$ cat src/sv/idl_pkg.sv
// Package for the indexed deque list: field widths, defaults, mode and status codes.
`default_nettype none

package idl_pkg;

   // Parameter defaults
   localparam int DEPTH_DEF      = 16;
   localparam int DATA_WIDTH_DEF = 32;

   // Fixed field widths of the request and response transactions
   localparam int MODE_W   = 3;
   localparam int POS_W    = 5;
   localparam int DATA_W   = 32;
   localparam int STATUS_W = 2;
   localparam int COUNT_W  = 5;

   // Request modes
   typedef enum logic [MODE_W-1:0] {
      MODE_ADD_FRONT  = 3'd0,
      MODE_ADD_BACK   = 3'd1,
      MODE_TAKE_FRONT = 3'd2,
      MODE_TAKE_BACK  = 3'd3,
      MODE_INSERT     = 3'd4,
      MODE_REMOVE     = 3'd5,
      MODE_READ       = 3'd6,
      MODE_CLEAR      = 3'd7
   } mode_type;

   // Response status codes
   typedef enum logic [STATUS_W-1:0] {
      STATUS_OK    = 2'd0,
      STATUS_FULL  = 2'd1,
      STATUS_EMPTY = 2'd2,
      STATUS_RANGE = 2'd3
   } status_type;

endpackage

`default_nettype wire

$ cat src/sv/indexed_deque_list_top.sv
// Indexed deque list: bounded ordered record list held in a RAM, shifted by a sequencer.
// Refused requests and clear answer in the cycle after acceptance; a read steps through
// POS_RD, POS_CAP; pop/remove then add TAKE_RD/WR, push/insert PUT_RD/WR, per entry moved.
// Each moved entry costs one RAM read and one RAM write through the single +/-1 index unit.
// A new request is accepted once busy drops, in the cycle that carries the result strobe.
// Synchronous reset empties the list; RAM contents are not cleared (never read unwritten).
`default_nettype none

module indexed_deque_list_top #(
   parameter int DEPTH      = idl_pkg::DEPTH_DEF,
   parameter int DATA_WIDTH = idl_pkg::DATA_WIDTH_DEF
) (
   input  wire logic                          clock,
   input  wire logic                          reset,
   input  wire logic                          start,
   output logic                               busy,
   input  wire logic [idl_pkg::MODE_W-1:0]    req_mode,
   input  wire logic [idl_pkg::POS_W-1:0]     req_position,
   input  wire logic [idl_pkg::DATA_W-1:0]    req_data_in,
   output logic                               rsp_valid,
   output logic [idl_pkg::DATA_W-1:0]         rsp_read_data,
   output logic [idl_pkg::STATUS_W-1:0]       rsp_status,
   output logic [idl_pkg::COUNT_W-1:0]        rsp_count_after
);
   import idl_pkg::*;

   localparam int AW   = (DEPTH > 1) ? $clog2(DEPTH) : 1;
   localparam int CW   = $clog2(DEPTH + 1);
   localparam int CMPW = (CW > POS_W) ? CW : POS_W;

   typedef enum logic [2:0] {
      ST_IDLE,
      ST_PUT_RD,
      ST_PUT_WR,
      ST_POS_RD,
      ST_POS_CAP,
      ST_TAKE_RD,
      ST_TAKE_WR
   } state_type;

   state_type             state_ff, state_in;
   logic [CW-1:0]         count_ff, count_in;
   logic [AW-1:0]         idx_ff, idx_in;
   logic [AW-1:0]         pos_ff, pos_in;
   logic [DATA_WIDTH-1:0] data_ff, data_in;
   logic [DATA_WIDTH-1:0] value_ff, value_in;
   logic                  is_read_ff, is_read_in;
   logic                  rsp_valid_ff, rsp_valid_in;
   logic [DATA_W-1:0]     rsp_data_ff, rsp_data_in;
   logic [STATUS_W-1:0]   rsp_status_ff, rsp_status_in;
   logic [COUNT_W-1:0]    rsp_count_ff, rsp_count_in;

   // RAM and its ports
   logic [DATA_WIDTH-1:0] mem [DEPTH];
   logic [DATA_WIDTH-1:0] rd_q_ff;
   logic                  rd_en;
   logic [AW-1:0]         rd_addr;
   logic                  wr_en;
   logic [AW-1:0]         wr_addr;
   logic [DATA_WIDTH-1:0] wr_data;

   // Shared index unit: idx +/- 1
   logic                  step_dec;
   logic [CW-1:0]         step_sum;

   mode_type              mode;
   logic [CMPW-1:0]       pos_ext;
   logic [CMPW-1:0]       cnt_ext;
   logic                  accept;

   assign mode     = mode_type'(req_mode);
   assign pos_ext  = CMPW'(req_position);
   assign cnt_ext  = CMPW'(count_ff);
   assign accept   = start && (state_ff == ST_IDLE);
   assign busy     = (state_ff != ST_IDLE);

   assign step_dec = (state_ff == ST_PUT_RD) || (state_ff == ST_PUT_WR);
   assign step_sum = CW'(idx_ff) + (step_dec ? {CW{1'b1}} : CW'(1));

   // RAM port control
   always_comb begin
      rd_en   = (state_ff == ST_POS_RD) || (state_ff == ST_PUT_RD) ||
                (state_ff == ST_TAKE_RD);
      rd_addr = (state_ff == ST_POS_RD) ? pos_ff : step_sum[AW-1:0];
      wr_en   = (state_ff == ST_PUT_WR) || (state_ff == ST_TAKE_WR) ||
                ((state_ff == ST_PUT_RD) && (idx_ff == pos_ff));
      wr_addr = idx_ff;
      wr_data = (state_ff == ST_PUT_RD) ? data_ff : rd_q_ff;
   end

   always_ff @(posedge clock) begin
      if (wr_en) begin
         mem[wr_addr] <= wr_data;
      end
      if (rd_en) begin
         rd_q_ff <= mem[rd_addr];
      end
   end

   // Sequencer next state
   always_comb begin
      state_in      = state_ff;
      count_in      = count_ff;
      idx_in        = idx_ff;
      pos_in        = pos_ff;
      data_in       = data_ff;
      value_in      = value_ff;
      is_read_in    = is_read_ff;
      rsp_valid_in  = 1'b0;
      rsp_data_in   = rsp_data_ff;
      rsp_status_in = rsp_status_ff;
      rsp_count_in  = rsp_count_ff;

      case (state_ff)
         ST_IDLE: begin
            if (start) begin
               rsp_data_in  = '0;
               rsp_count_in = COUNT_W'(count_ff);
               data_in      = DATA_WIDTH'(req_data_in);
               idx_in       = count_ff[AW-1:0];
               is_read_in   = (mode == MODE_READ);
               case (mode)
                  MODE_ADD_FRONT, MODE_ADD_BACK, MODE_INSERT: begin
                     if (count_ff == CW'(DEPTH)) begin
                        rsp_valid_in  = 1'b1;
                        rsp_status_in = STATUS_FULL;
                     end else if ((mode == MODE_INSERT) && (pos_ext > cnt_ext)) begin
                        rsp_valid_in  = 1'b1;
                        rsp_status_in = STATUS_RANGE;
                     end else begin
                        if (mode == MODE_ADD_FRONT) begin
                           pos_in = '0;
                        end else if (mode == MODE_ADD_BACK) begin
                           pos_in = count_ff[AW-1:0];
                        end else begin
                           pos_in = AW'(req_position);
                        end
                        state_in = ST_PUT_RD;
                     end
                  end
                  MODE_TAKE_FRONT, MODE_TAKE_BACK, MODE_REMOVE, MODE_READ: begin
                     if (count_ff == '0) begin
                        rsp_valid_in  = 1'b1;
                        rsp_status_in = STATUS_EMPTY;
                     end else if (((mode == MODE_REMOVE) || (mode == MODE_READ)) &&
                                  (pos_ext >= cnt_ext)) begin
                        rsp_valid_in  = 1'b1;
                        rsp_status_in = STATUS_RANGE;
                     end else begin
                        if (mode == MODE_TAKE_FRONT) begin
                           pos_in = '0;
                        end else if (mode == MODE_TAKE_BACK) begin
                           pos_in = AW'(count_ff - CW'(1));
                        end else begin
                           pos_in = AW'(req_position);
                        end
                        state_in = ST_POS_RD;
                     end
                  end
                  default: begin
                     // clear
                     count_in      = '0;
                     rsp_valid_in  = 1'b1;
                     rsp_status_in = STATUS_OK;
                     rsp_count_in  = '0;
                  end
               endcase
            end
         end

         // Open a slot: move entry idx-1 to idx down to the target position
         ST_PUT_RD: begin
            if (idx_ff == pos_ff) begin
               count_in      = count_ff + CW'(1);
               rsp_valid_in  = 1'b1;
               rsp_status_in = STATUS_OK;
               rsp_count_in  = COUNT_W'(count_ff + CW'(1));
               state_in      = ST_IDLE;
            end else begin
               state_in = ST_PUT_WR;
            end
         end
         ST_PUT_WR: begin
            idx_in   = step_sum[AW-1:0];
            state_in = ST_PUT_RD;
         end

         // Fetch the entry at the target position
         ST_POS_RD: begin
            state_in = ST_POS_CAP;
         end
         ST_POS_CAP: begin
            value_in = rd_q_ff;
            idx_in   = pos_ff;
            if (is_read_ff) begin
               rsp_valid_in  = 1'b1;
               rsp_status_in = STATUS_OK;
               rsp_data_in   = DATA_W'(rd_q_ff);
               state_in      = ST_IDLE;
            end else begin
               state_in = ST_TAKE_RD;
            end
         end

         // Close the gap: move entry idx+1 to idx up to the tail
         ST_TAKE_RD: begin
            if (step_sum < count_ff) begin
               state_in = ST_TAKE_WR;
            end else begin
               count_in      = count_ff - CW'(1);
               rsp_valid_in  = 1'b1;
               rsp_status_in = STATUS_OK;
               rsp_data_in   = DATA_W'(value_ff);
               rsp_count_in  = COUNT_W'(count_ff - CW'(1));
               state_in      = ST_IDLE;
            end
         end
         ST_TAKE_WR: begin
            idx_in   = step_sum[AW-1:0];
            state_in = ST_TAKE_RD;
         end

         default: begin
            state_in = ST_IDLE;
         end
      endcase
   end

   // State and registered outputs
   always_ff @(posedge clock) begin
      if (reset) begin
         state_ff     <= ST_IDLE;
         count_ff     <= '0;
         rsp_valid_ff <= 1'b0;
      end else begin
         state_ff     <= state_in;
         count_ff     <= count_in;
         rsp_valid_ff <= rsp_valid_in;
      end
      idx_ff        <= idx_in;
      pos_ff        <= pos_in;
      data_ff       <= data_in;
      value_ff      <= value_in;
      is_read_ff    <= is_read_in;
      rsp_data_ff   <= rsp_data_in;
      rsp_status_ff <= rsp_status_in;
      rsp_count_ff  <= rsp_count_in;
   end

   assign rsp_valid       = rsp_valid_ff;
   assign rsp_read_data   = rsp_data_ff;
   assign rsp_status      = rsp_status_ff;
   assign rsp_count_after = rsp_count_ff;

   // Checks
   a_count_bound: assert property (@(posedge clock) disable iff (reset)
      count_ff <= CW'(DEPTH))
      else $error("entry count above depth");

   a_rsp_cause: assert property (@(posedge clock) disable iff (reset)
      rsp_valid |-> ($past(accept) || $past(busy)))
      else $error("response without a transaction");

   a_accept_progress: assert property (@(posedge clock) disable iff (reset)
      accept |=> (busy || rsp_valid))
      else $error("accepted transaction dropped");

   a_write_in_list: assert property (@(posedge clock) disable iff (reset)
      wr_en |-> (CW'(wr_addr) <= count_ff))
      else $error("RAM write beyond list tail");

   a_full_count: assert property (@(posedge clock) disable iff (reset)
      (rsp_valid && (rsp_status == STATUS_FULL)) |-> (count_ff == CW'(DEPTH)))
      else $error("full status on a list that is not full");

endmodule

`default_nettype wire
$ cat config.mk
export PLATFORM = sky130hd
export DESIGN_NAME = indexed_deque_list_top
export DESIGN_NICKNAME = d
export VERILOG_FILES = /design/src/sv/idl_pkg.sv /design/src/sv/indexed_deque_list_top.sv
export SDC_FILE = /design/constraint.sdc
export NUM_CORES = 1
export LEC_CHECK = 0
export BUFFER_PORTS_ARGS = -buffer_cell sky130_fd_sc_hd__buf_2
export CAP_MARGIN = 0
export CELL_PAD_IN_SITES_DETAIL_PLACEMENT = 0
export CELL_PAD_IN_SITES_GLOBAL_PLACEMENT = 1
export CORE_ASPECT_RATIO = 1.75
export CORE_MARGIN = 10
export CORE_UTILIZATION = 30
export CTS_CLUSTER_DIAMETER = 40
export DETAILED_ROUTE_END_ITERATION = 10
export GPL_TIMING_DRIVEN = 0
export PLACE_DENSITY = 0.46
export SETUP_SLACK_MARGIN = 0.05
export SLEW_MARGIN = 40
export SYNTH_ARGS = -nofsm -noshare
export SYNTH_HDL_FRONTEND = slang
export SYNTH_SLANG_ARGS = --single-unit
$ cat constraint.sdc
create_clock -name clock -period 7.94 [get_ports clock]
set_input_delay 1.985 -clock clock [delete_from_list [all_inputs] [get_ports clock]]
set_output_delay 1.985 -clock clock [all_outputs]
set_load 0.005 [all_outputs]
After elaboration in Yosys (flattened, before gate mapping) --
Memories as Yosys holds them, arrays and structs flattened. A register that Yosys moved wholly into a read port is not among the register bits. Cells that the tools add are included.
Word-level totals: memories 1, RAM bits 512, ROM bits 0, bits in latches 0, input port bits 43, bits in registers 121
Memories:
- mem | words 16, bits a word 32, rd ports 1, clocked after Yosys merged registers in 1, write ports 1, line indexed_deque_list_top.sv:54 | logic [DATA_WIDTH-1:0] mem [DEPTH];
Cells by class: mux-type cells 55, add/sub/neg operators 3, equality and inequality tests 29, multiply operators 0, shifts and indexed selects 0, divide/modulo/power cells 0, reductions and logical operators 29, bitwise logic cells 0, $lt $le $gt $ge 3
Operators by type and width (number):
- $mux W32 | 4
- $pmux W32 S3 | 1
- $mux W4 | 10
- $mux W5 | 5
- $mux W3 | 7
- $pmux W3 S7 | 1
- $eq A3 B3 Y1 const B | 6
- $mux W2 | 9
- $pmux W5 S3 | 1
- $ne A2 B2 Y1 const B | 7
- $reduce_and A7 Y1 | 2
- $eq A3 B2 Y1 const B | 4
- $ne A3 B3 Y1 const B | 4
- $pmux W4 S3 | 1
- $reduce_bool A3 Y1 | 4
- $mux W1 | 10
- $ne A4 B4 Y1 const B | 2
- $pmux W2 S4 | 1
- $pmux W4 S2 | 1
- $reduce_and A4 Y1 | 2
- $reduce_or A7 Y1 | 1
- $eq A3 B1 Y1 const B | 2
- $logic_not A3 Y1 | 2
- $logic_or A1 B1 Y1 | 6
- 23 further kinds | 26

Longest topological paths before layout --
Gate-level depths: netlist of the first run.
depth in word-level cells 8, depth in mapped cells 17

Least setup slack after synthesis of the first run --
No wires, ideal clock.
kind register to register, start register state_ff[1], end register rsp_data_ff[0], in the netlist rsp_read_data[0], enable pin, stages on the path, launching flop included 13, path slack 2.456 ns, data arrival time 5.014 ns, required time 7.470 ns, clock period less this slack 5.484 ns, buffers on the path 1, library setup time 0.470 ns, cells stage by stage dfxtp_1 > clkbuf_1 > nand2b_1 > a21oi_1 > inv_1 > fa_1 > inv_1 > ha_1 > a21boi_0 > o21ai_0 > a21oi_1 > o21ai_0 > a211oi_1
Between the ends: longest elaborated chain between the ends 7
RTL lines:
- start, declared | line indexed_deque_list_top.sv:41 | state_type state_ff, state_in;
- start signal, assigned | line indexed_deque_list_top.sv:236 | state_ff <= state_in;
- $eq A3 B1 Y1 or $eq A3 B2 Y1 (tied branches) | line indexed_deque_list_top.sv:77 | assign step_dec = (state_ff == ST_PUT_RD) || (state_ff == ST_PUT_WR);
- $logic_or A1 B1 Y1 | line indexed_deque_list_top.sv:77
- $mux W5 | line indexed_deque_list_top.sv:78 | assign step_sum = CW'(idx_ff) + (step_dec ? {CW{1'b1}} : CW'(1));
- $add A4 B5 Y5 | line indexed_deque_list_top.sv:78
- $lt A5 B5 Y1 | line indexed_deque_list_top.sv:207 | if (step_sum < count_ff) begin
- $ne A2 B2 Y1 (no source line)
- $reduce_and A4 Y1 (no source line) *
- end signal, assigned | line indexed_deque_list_top.sv:245 | rsp_data_ff <= rsp_data_in;
- end, declared | line indexed_deque_list_top.sv:49 | logic [DATA_W-1:0] rsp_data_ff, rsp_data_in;
Mark *: on every way between the ends. The rest lies on a longest branch, timed or not. A chain may end at the register's enable or synchronous reset.

Worst setup path in the final report of the first run --
start register state_ff[1], end register rd_q_ff[27] (read register of mem) (data pin)
Between the ends: longest elaborated chain between the ends 5
RTL lines:
- $eq A3 B1 Y1 or $eq A3 B2 Y1 (tied branches) | line indexed_deque_list_top.sv:77, indexed_deque_list_top.sv:82
- $logic_or A1 B1 Y1 | line indexed_deque_list_top.sv:77
- $mux W5 | line indexed_deque_list_top.sv:78
- $add A4 B5 Y5 | line indexed_deque_list_top.sv:78
- $mux W4 | line indexed_deque_list_top.sv:84 | rd_addr = (state_ff == ST_POS_RD) ? pos_ff : step_sum[AW-1:0];
- end, declared | line indexed_deque_list_top.sv:55 | logic [DATA_WIDTH-1:0] rd_q_ff;
Parallel ways exist; a longest one is shown, timed or not.

==> results of run 1 <==
per-stage QoR:
step	area (µm²)	TNS [ps]	std cells	setup WS, ps
finish	32300	0	2963	3010
global route	32300	0	2963	2750
CTS	32300	0	2963	2990
detailed placement	29500	0	2808	3000
global placement	27900	-158990	2723	-1770
floorplan	26100	0	1483	2460
metal layers:
layer,up-vias,GRT usage (%)
met4,2,6.69
met3,135,3.01
met1,7479,19.4
met5,-,0
li1,6435,-
met2,376,28.5
flip-flops by register name, summed over array words and instances (netlist names):
| register | count |
|---|---|
| idx_ff | 4 |
| rsp_status | 2 |
| rsp_valid | 1 |
| rd_q_ff | 32 |
| pos_ff | 4 |
| is_read_ff | 1 |
| mem | 512 |
| data_ff | 32 |
| value_ff | 32 |
| cnt_ext | 5 |
| rsp_count_after | 5 |
| rsp_read_data | 32 |
| state_ff | 3 |
final cells by class:
class	count	area share (%)
clock buffer	103	7.21
multi-input combinational	721	18.2
buffer	76	1.38
tap	1160	4.49
inverter	21	0.244
timing repair buffer	165	5.55
sequential	665	61.5
clock inverter	52	1.52
synth_stat cells (2+ instances only):
library cell	n	area share [%]
a2111oi_0	2	0.067
a211oi_1	7	0.20
a21boi_0	2	0.058
a21o_1	2	0.058
a21oi_1	19	0.36
a31oi_1	2	0.048
and2_1	4	0.096
and3_1	3	0.072
buf_1	8	0.12
buf_2	11	0.21
buf_4	11	0.32
buf_6	9	0.39
clkbuf_1	37	0.53
dfxtp_1	9	0.69
edfxtp_1	656	76
ha_1	15	0.72
inv_1	20	0.29
maj3_1	2	0.077
mux2_2	32	1.4
mux2i_1	290	11
nand2_1	35	0.50
nand2b_1	4	0.096
nand3_1	6	0.12
nand3b_1	3	0.086
nor2_1	65	0.94
nor2b_1	2	0.048
nor3_1	6	0.12
nor3b_1	4	0.12
o211ai_1	2	0.058
o21ai_0	15	0.29
o221ai_1	2	0.067
o22ai_1	133	3.2
o31ai_1	4	0.12
o41ai_1	2	0.067
or4_1	32	0.92
xnor2_1	6	0.20
xor2_1	6	0.20
cell families (layout without fill, tap and decap cells):
logic type / Yosys count / count (layout) / share of synthesized area [%]
AO/OA/AOI/OAI: 198 / 198 / 4.81
XOR/XNOR: 12 / 12 / 0.403
adder cells (fa/ha/maj): 18 / 18 / 0.873
buffers and inverters: 97 / 417 / 1.87
flip-flops: 665 / 665 / 76.2
multiplexers: 322 / 322 / 12.5
AND/OR/NAND/NOR: 171 / 171 / 3.32
worst paths after layout:
kind	cells after the start	slack, ps	end
setup reg to reg	12	3010	rd_q_ff[27]
setup / recovery	12	3010	rd_q_ff[27]
hold reg to reg	0	480	value_ff[29]
hold / removal	0	480	value_ff[29]
critical path, stage by stage, from the launching register on:
cell,delay (ps)
dfxtp_1,350
clkbuf_1,520
nand2b_1,410
a21oi_1,250
ha_1,400
a21oi_1,200
a21oi_1,120
o31ai_2,670
buf_2,510
buf_4,380
mux2i_1,270
o22ai_1,100
or4_1,460
==> run summary, run 1 <==
max-slew violations: 0
Least-Margin Pin Slew: 842 ps
Core Box Area: 0.0866 mm²
die area: 0.0996 mm²
number of max-capacitance violations reported: 0
total grt overflow: 0
CTS tree: built
HPWL after detailed placement: 57300 µm
via count of the first global-routing pass: 15200
Primary FF master, synth: edfxtp_1
top-level I/O count: 84
Max-slew headroom: 43.8%
post-DR wirelength/cell: 27.7 µm
final wirelength: 82000 µm
proportion of synthesized flip-flops having asynchronous set or reset: 0%
sequential share of the synthesized area: 76.2%
Gates resized, CTS repair: 0
Required @ worst endpoint: 8320 ps
top library cells by usage in the layout, fill and taps aside: edfxtp_1, mux2i_1, o22ai_1, buf_2, clkbuf_16
cell at the root of the clock tree: clkbuf_16
Area growth, synth to finish: 24.0%
Die Height: 410 µm
hold_buf cts: 0
routed length on met3: 3360 µm
area taken by flip-flops and latches: 0.0199 mm²
number of hold-slack violations in the final timing report: 0
area of the mapped netlist: 0.0261 mm²
uppermost metal layer occupied by signal nets: met5
multi-input gate area in the final layout: 0.00587 mm²
number of nets still failing antenna checks after routing: 0
CP Launch Type: flop
via count: 14400
routed metal-1 wirelength: 33900 µm
TritonCTS buffer count: 85
CTS Buffer Depth: 3
cell count after synthesis: 1483
number of antenna violations at the first check in global routing: 2
proportion of layout cells with a drive suffix above 1: 23.0%
number of core rows: 143
Crit. End Element: flop
launch point of the worst path: state_ff[1]
Avg Inst Size Synth: 17.6 µm²
unrepaired setup endpoints after global routing: no
most common library cell in the layout ignoring fill and taps: edfxtp_1
remaining routing DRC violations: 0
first-iteration detailed-routing DRC count: 953
top fanout value on the critical path: 10
hold_sp: rd_q_ff[29]
wire length of the first global-routing pass: 116000 µm
ratio of final minimum period to clock period: 62.0%
htree depth: 3
worst clock skew: 26.4 ps
worst hold path type: flop to flop
time the final worst path needs with I/O delays and setup: 4930 ps
status: finished, final reports clean
total of fill cells in the finished design: 8142
register bit total from synthesis: 665
maximum operating frequency: 0.203 GHz
count of unique library cells instantiated by Yosys: 52
Arr. time, crit path: 5310 ps
Initial Utilization: 30.1%
reg-to-reg startpoint: state_ff[1]
clock latency on the worst-skew pair: 660 ps
clock transition at the registers of the reported paths: 60 ps
synthesized net count: 1542
weighted congestion at the end of routability-driven global placement: 0.753
overall die width: 243 µm
count of yosys warnings during synthesis: 0
Post-synth EDFFs: 656
first-pass iteration count of the detailed router: 6
path type of the worst setup path: flop to flop
final layout net count: 1794
Hold Worst Slack: 480 ps
final antenna diode count: 0
number of setup buffers added after CTS: 0
via/cell ratio: 4.87
pin count of the biggest net entering global routing: 17
# clock sinks: 665
GRT Resource Usage Total: 16.3%
input/output buffers: 80
total met2 wirelength after detailed routing: 41800 µm
final core area utilization: 37.4%
Setup-failing EPs final: 0
Power of run 1 is not shown: default switching activity piles up to over one toggle a cycle in this logic, so the estimate is an artifact.
==> run 2, diff against run 1 <==
PLACE_DENSITY = 0.48   (was 0.46)
clock period = 4.4 ns   (was 7.94 ns; I/O delays follow)
==> run 2 against run 1 <==
Count of clock-buffer cells in the layout decreased by 18. Non-clock buffer count increased by 3. Cell area decreased by 0.65%. First-iteration DRC count decreased by 9.4%. Final cell count decreased by 0.34%. Utilization decreased by 0.24 points. Via count decreased by 1.3%. Register-to-register slack got worse by 2700 ps. Clock skew increased by 5.2 ps. Worst setup slack got worse by 2700 ps. Sequential cell count unchanged. Worst hold slack got worse by 2.4 ps. Critical path type unchanged.
==> run summary, run 2 (synthesis results as in run 1) <==
Crit. End Element: flop
wire length of the first global-routing pass: 112000 µm (-3.5%)
unrepaired setup endpoints after global routing: no
Setup-failing EPs final: 0 (unchanged)
time the final worst path needs with I/O delays and setup: 4090 ps (-840 ps)
max-slew violations: 0 (unchanged)
HPWL after detailed placement: 55900 µm (-2.4%)
cell at the root of the clock tree: clkbuf_16
CTS tree: built
proportion of layout cells with a drive suffix above 1: 23.4% (+0.41 points)
Initial Utilization: 30.1% (unchanged)
Max-slew headroom: 52.7% (+8.9 points)
CP Launch Type: flop
via/cell ratio: 4.82 (-1.0%)
clock latency on the worst-skew pair: 660 ps (about the same)
top fanout value on the critical path: 10 (unchanged)
Die Height: 410 µm (unchanged)
setup TNS: 0 ps (unchanged)
GR Layer Usage met2: 28.7% (+0.15 points)
die area: 0.0996 mm² (unchanged)
via count of the first global-routing pass: 15000 (-1.0%)
first-iteration detailed-routing DRC count: 863 (-9.4%)
Worst R2R Path Depth: 12 (unchanged)
Most flops, register: mem
total grt overflow: 0 (unchanged)
Required @ worst endpoint: 4780 ps (-3540 ps)
post-DR wirelength/cell: 26.8 µm (-3.2%)
clock transition at the registers of the reported paths: 60 ps (about the same)
number of max-capacitance violations reported: 0 (unchanged)
most crowded layer after global routing: met2
final wirelength: 79100 µm (-3.5%)
hold_buf cts: 0 (unchanged)
Core Box Area: 0.0866 mm² (unchanged)
worst hold path type: flop to flop
number of flip-flops under the largest register name: 512 (unchanged)
# clock sinks: 665 (unchanged)
global routing met3 resource utilization: 2.55% (-0.46 points)
Arr. time, crit path: 4470 ps (-840 ps)
top library cells by usage in the layout, fill and taps aside: edfxtp_1, mux2i_1, o22ai_1, buf_2, clkbuf_16
met1 usage in global routing: 18.1% (-1.3 points)
pin count of the biggest net entering global routing: 17 (unchanged)
number of hold-slack violations in the final timing report: 0 (unchanged)
status: finished, final reports clean
top-level I/O count: 84 (unchanged)
worst clock skew: 31.5 ps (+5.19 ps)
maximum operating frequency: 0.245 GHz (+21%)
GRT Resource Usage Total: 15.7% (-0.60 points)
overall die width: 243 µm (unchanged)
final antenna diode count: 0 (unchanged)
number of core rows: 143 (unchanged)
number of antenna violations at the first check in global routing: 1 (-1)
total of fill cells in the finished design: 8155 (+0.16%)
path type of the worst setup path: flop to flop
Least-Margin Pin Slew: 692 ps (-151 ps)
TritonCTS buffer count: 79 (-7.1%)
Area growth, synth to finish: 23.2%
reg2reg setup slack: 310 ps (-2700 ps)
weighted congestion at the end of routability-driven global placement: 0.764 (+1.4%)
input/output buffers: 80 (unchanged)
most common library cell in the layout ignoring fill and taps: edfxtp_1
final layout net count: 1791 (-0.17%)
remaining routing DRC violations: 0 (unchanged)
via count: 14200 (-1.3%)
ratio of final minimum period to clock period: 92.9% (+31 points)
CTS Buffer Depth: 3 (unchanged)
first-pass iteration count of the detailed router: 4 (-2)
number of nets still failing antenna checks after routing: 0 (unchanged)
depth of the worst hold-timing path: 0 (unchanged)
htree depth: 3 (unchanged)
## run 2: what timing repair did
action                                 CTS  global route
gates resized for setup                 13            15
setup buffers                            2             0
pin swaps                                1             0
setup endpoints to repair               66            39
endpoints found under the hold margin    0             0
## run 2: routing by layer
layer  wire (µm)  share of wire [%]
met5           0                  0
met4        2420                3.1
met3        2770                3.5
met2       42200                 53
met1       31700                 40
## run 2: worst max-delay path: stages, from the launching register on
cell and delay, ps:
dfxtp_1 500, clkbuf_1 540, a21oi_4 100, ha_1 360, a21oi_1 200, a21oi_1 150
o31ai_4 320, buf_12 170, buf_6 150, buf_2 440, mux2i_1 280, o22ai_1 100
or4_1 460
## run 2: worst paths after layout
| check | endpoint | startpoint |
|---|---|---|
| setup / recovery | rd_q_ff[19] | state_ff[2] |
| hold / removal | value_ff[25] | rd_q_ff[25] |
| setup reg to reg | rd_q_ff[19] | state_ff[2] |
| hold reg to reg | value_ff[25] | rd_q_ff[25] |
## run 2: area by class of cell
cell class	count	area (µm²)	area share [%]
multi-input cells	721	5900	18.4
repair buffers	168	1760	5.48
clock inverters	57	579	1.80
plain buffers	76	463	1.44
clock buffers	85	2020	6.29
well taps	1160	1450	4.52
flip-flops and latches	665	19900	61.9
inverters	21	78.8	0.245
## run 2: per-stage QoR
| step | area (µm²) | instances | hold slack, ps | worst slack, ps | utilization, % |
|---|---|---|---|---|---|
| after CTS | 32100 | 2953 | 482 | 24.3 | 37.1 |
| after global placement | 27900 | 2723 | 462 | -4210 | 32.3 |
| after floorplan | 26100 | 1483 | 445 | 376 | - |
| after global routing | 32100 | 2953 | 496 | 67.5 | 37.1 |
| after detailed placement | 29400 | 2809 | 469 | -602 | 34.0 |
| final | 32100 | 2953 | 477 | 314 | 37.1 |
Power of run 2 is left out for the same reason.
==> run 3, diff against run 2 <==
clock period = 3.65 ns   (was 4.4 ns; I/O delays follow)
==> run 3 against run 2 <==
Register-to-register slack worse by 170 ps. Worst setup slack worse by 170 ps. Routed wire length is 0.91% higher. Non-clock buffer count is 15 higher. Cell area is 1.5% higher. Highest routed layer unchanged.
==> run summary, run 3 (synthesis results as in run 1) <==
via count: 14300 (+0.77%)
first-pass iteration count of the detailed router: 4 (unchanged)
Arr. time, crit path: 3890 ps (-580 ps)
CTS Buffer Depth: 3 (unchanged)
Die Height: 410 µm (unchanged)
final worst-path setup slack: 143 ps (-171 ps)
via count of the first global-routing pass: 14900 (-0.78%)
TritonCTS buffer count: 73 (-7.6%)
worst hold path type: input port to flop
ratio of final minimum period to clock period: 96.1% (+3.2 points)
maximum cell stage delay along the critical path: 530 ps (about the same)
status: finished, final reports clean
post-DR wirelength/cell: 27.0 µm (+0.80%)
cell mode on critical path: buf_12
Area growth, synth to finish: 25.0%
HPWL after detailed placement: 55900 µm (about the same)
unrepaired setup endpoints after global routing: yes
number of nets still failing antenna checks after routing: 0 (unchanged)
weighted congestion at the end of routability-driven global placement: 0.763 (about the same)
time the final worst path needs with I/O delays and setup: 3510 ps (-579 ps)
die area: 0.0996 mm² (unchanged)
worst clock skew: 14.1 ps (-17.4 ps)
top fanout value on the critical path: 10 (unchanged)
Post-Place Worst Slack: -672 ps (-69.8 ps)
Required @ worst endpoint: 4030 ps (-750 ps)
proportion of layout cells with a drive suffix above 1: 25.1% (+1.7 points)
multi-input gate area in the final layout: 0.00602 mm² (+2.0%)
number of flip-flops under the largest register name: 512 (unchanged)
top library cells by usage in the layout, fill and taps aside: edfxtp_1, mux2i_1, o22ai_1, buf_2, clkbuf_16
Core Box Area: 0.0866 mm² (unchanged)
clock latency on the worst-skew pair: 650 ps (about the same)
GRT Resource Usage Total: 15.8% (+0.042 points)
Least-Margin Pin Slew: 833 ps (+142 ps)
input/output buffers: 80 (unchanged)
top-level I/O count: 84 (unchanged)
remaining routing DRC violations: 0 (unchanged)
number of cells in the finished layout apart from fillers: 2956 (+0.10%)
overall die width: 243 µm (unchanged)
total grt overflow: 0 (unchanged)
placed inst area: 0.0295 mm² (about the same)
Crit. End Element: flop
max-slew violations: 0 (unchanged)
cell-by-cell listing of the critical path: buf_8 > nand2b_4 > a21oi_4 > ha_2 > nand3_1 > and3_2 > o31ai_4 > buf_12 > buf_12 > buf_12 > mux2i_1 > o22ai_1 > or4_1
cell at the root of the clock tree: clkbuf_16
final wirelength: 79900 µm (+0.91%)
number of hold-slack violations in the final timing report: 0 (unchanged)
most common library cell in the layout ignoring fill and taps: edfxtp_1
Setup-failing EPs final: 0 (unchanged)
Max-slew headroom: 44.3% (-8.4 points)
path type of the worst setup path: flop to flop
htree depth: 3 (unchanged)
CP Launch Type: flop
number of antenna violations at the first check in global routing: 1 (unchanged)
area taken by flip-flops and latches: 0.0199 mm² (about the same)
Cell Count Post-Placement: 2808 (-0.036%)
CTS tree: built
final layout net count: 1800 (+0.50%)
number of max-capacitance violations reported: 0 (unchanged)
final antenna diode count: 0 (unchanged)
maximum operating frequency: 0.285 GHz (+17%)
total of fill cells in the finished design: 8103 (-0.64%)
number of core rows: 143 (unchanged)
via/cell ratio: 4.85 (+0.67%)
Most flops, register: mem
wire length of the first global-routing pass: 111000 µm (-0.55%)
master of the slowest instance on the critical path: or4_1
# clock sinks: 665 (unchanged)
first-iteration detailed-routing DRC count: 992 (+15%)
Initial Utilization: 30.1% (unchanged)
design area: 0.0326 mm² (+1.5%)
clock transition at the registers of the reported paths: 60 ps (about the same)
pin count of the biggest net entering global routing: 17 (unchanged)
==> run 3: layout make-up <==
type | instances | area share [%]
plain buffers | 76 | 2.37
clock buffers | 91 | 6.20
clock inverters | 39 | 1.44
inverters | 21 | 0.257
multi-input cells | 721 | 18.5
flip-flops and latches | 665 | 61.0
well taps | 1160 | 4.45
repair buffers | 183 | 5.84
==> run 3: timing repair <==
item,in CTS,in global routing
buffers inserted,5,10
resized for setup,80,68
cloned,1,2
endpoints found under the setup margin,77,67
hold buffers,0,0
pin swaps,3,9
==> run 3: routing by layer <==
layer  share of wire, %  vias to the layer above  GRT usage, %
met2                 52                      367          28.0
met3                3.9                      104          2.59
li1                   -                     6452             -
met5                  0                        -             0
met1                 41                     7420          18.8
met4                2.9                        0          5.86
==> run 3: metrics by stage <==
stage	hold WS, ps	utilization [%]	TNS (ps)
after floorplan	445	-	-47590
after global placement	460	32.3	-1722000
after detailed placement	468	34.0	-35730
after CTS	396	37.2	0
after global routing	415	37.7	0
final	445	37.7	0
==> run 3: final timing paths <==
check                                     from  slack, ps  cells after the start           to
worst min-delay path            req_data_in[8]        450                      1   data_ff[8]
worst max register to register     state_ff[1]        140                     13  rd_q_ff[28]
worst min register to register      rd_q_ff[2]        490                      0  value_ff[2]
worst max-delay path               state_ff[1]        140                     13  rd_q_ff[28]
==> run 3: worst max-delay path, delay by kind of cell (launching register included) <==
kind / cells / cell delay (ps)
muxes: 1 / 200
AOI/OAI and AO/OA: 3 / 490
adders and majority gates: 1 / 380
and+or+nand+nor: 4 / 1100
buffers and inverters: 4 / 690
DFF: 1 / 360
Power of run 3 is left out for the same reason.
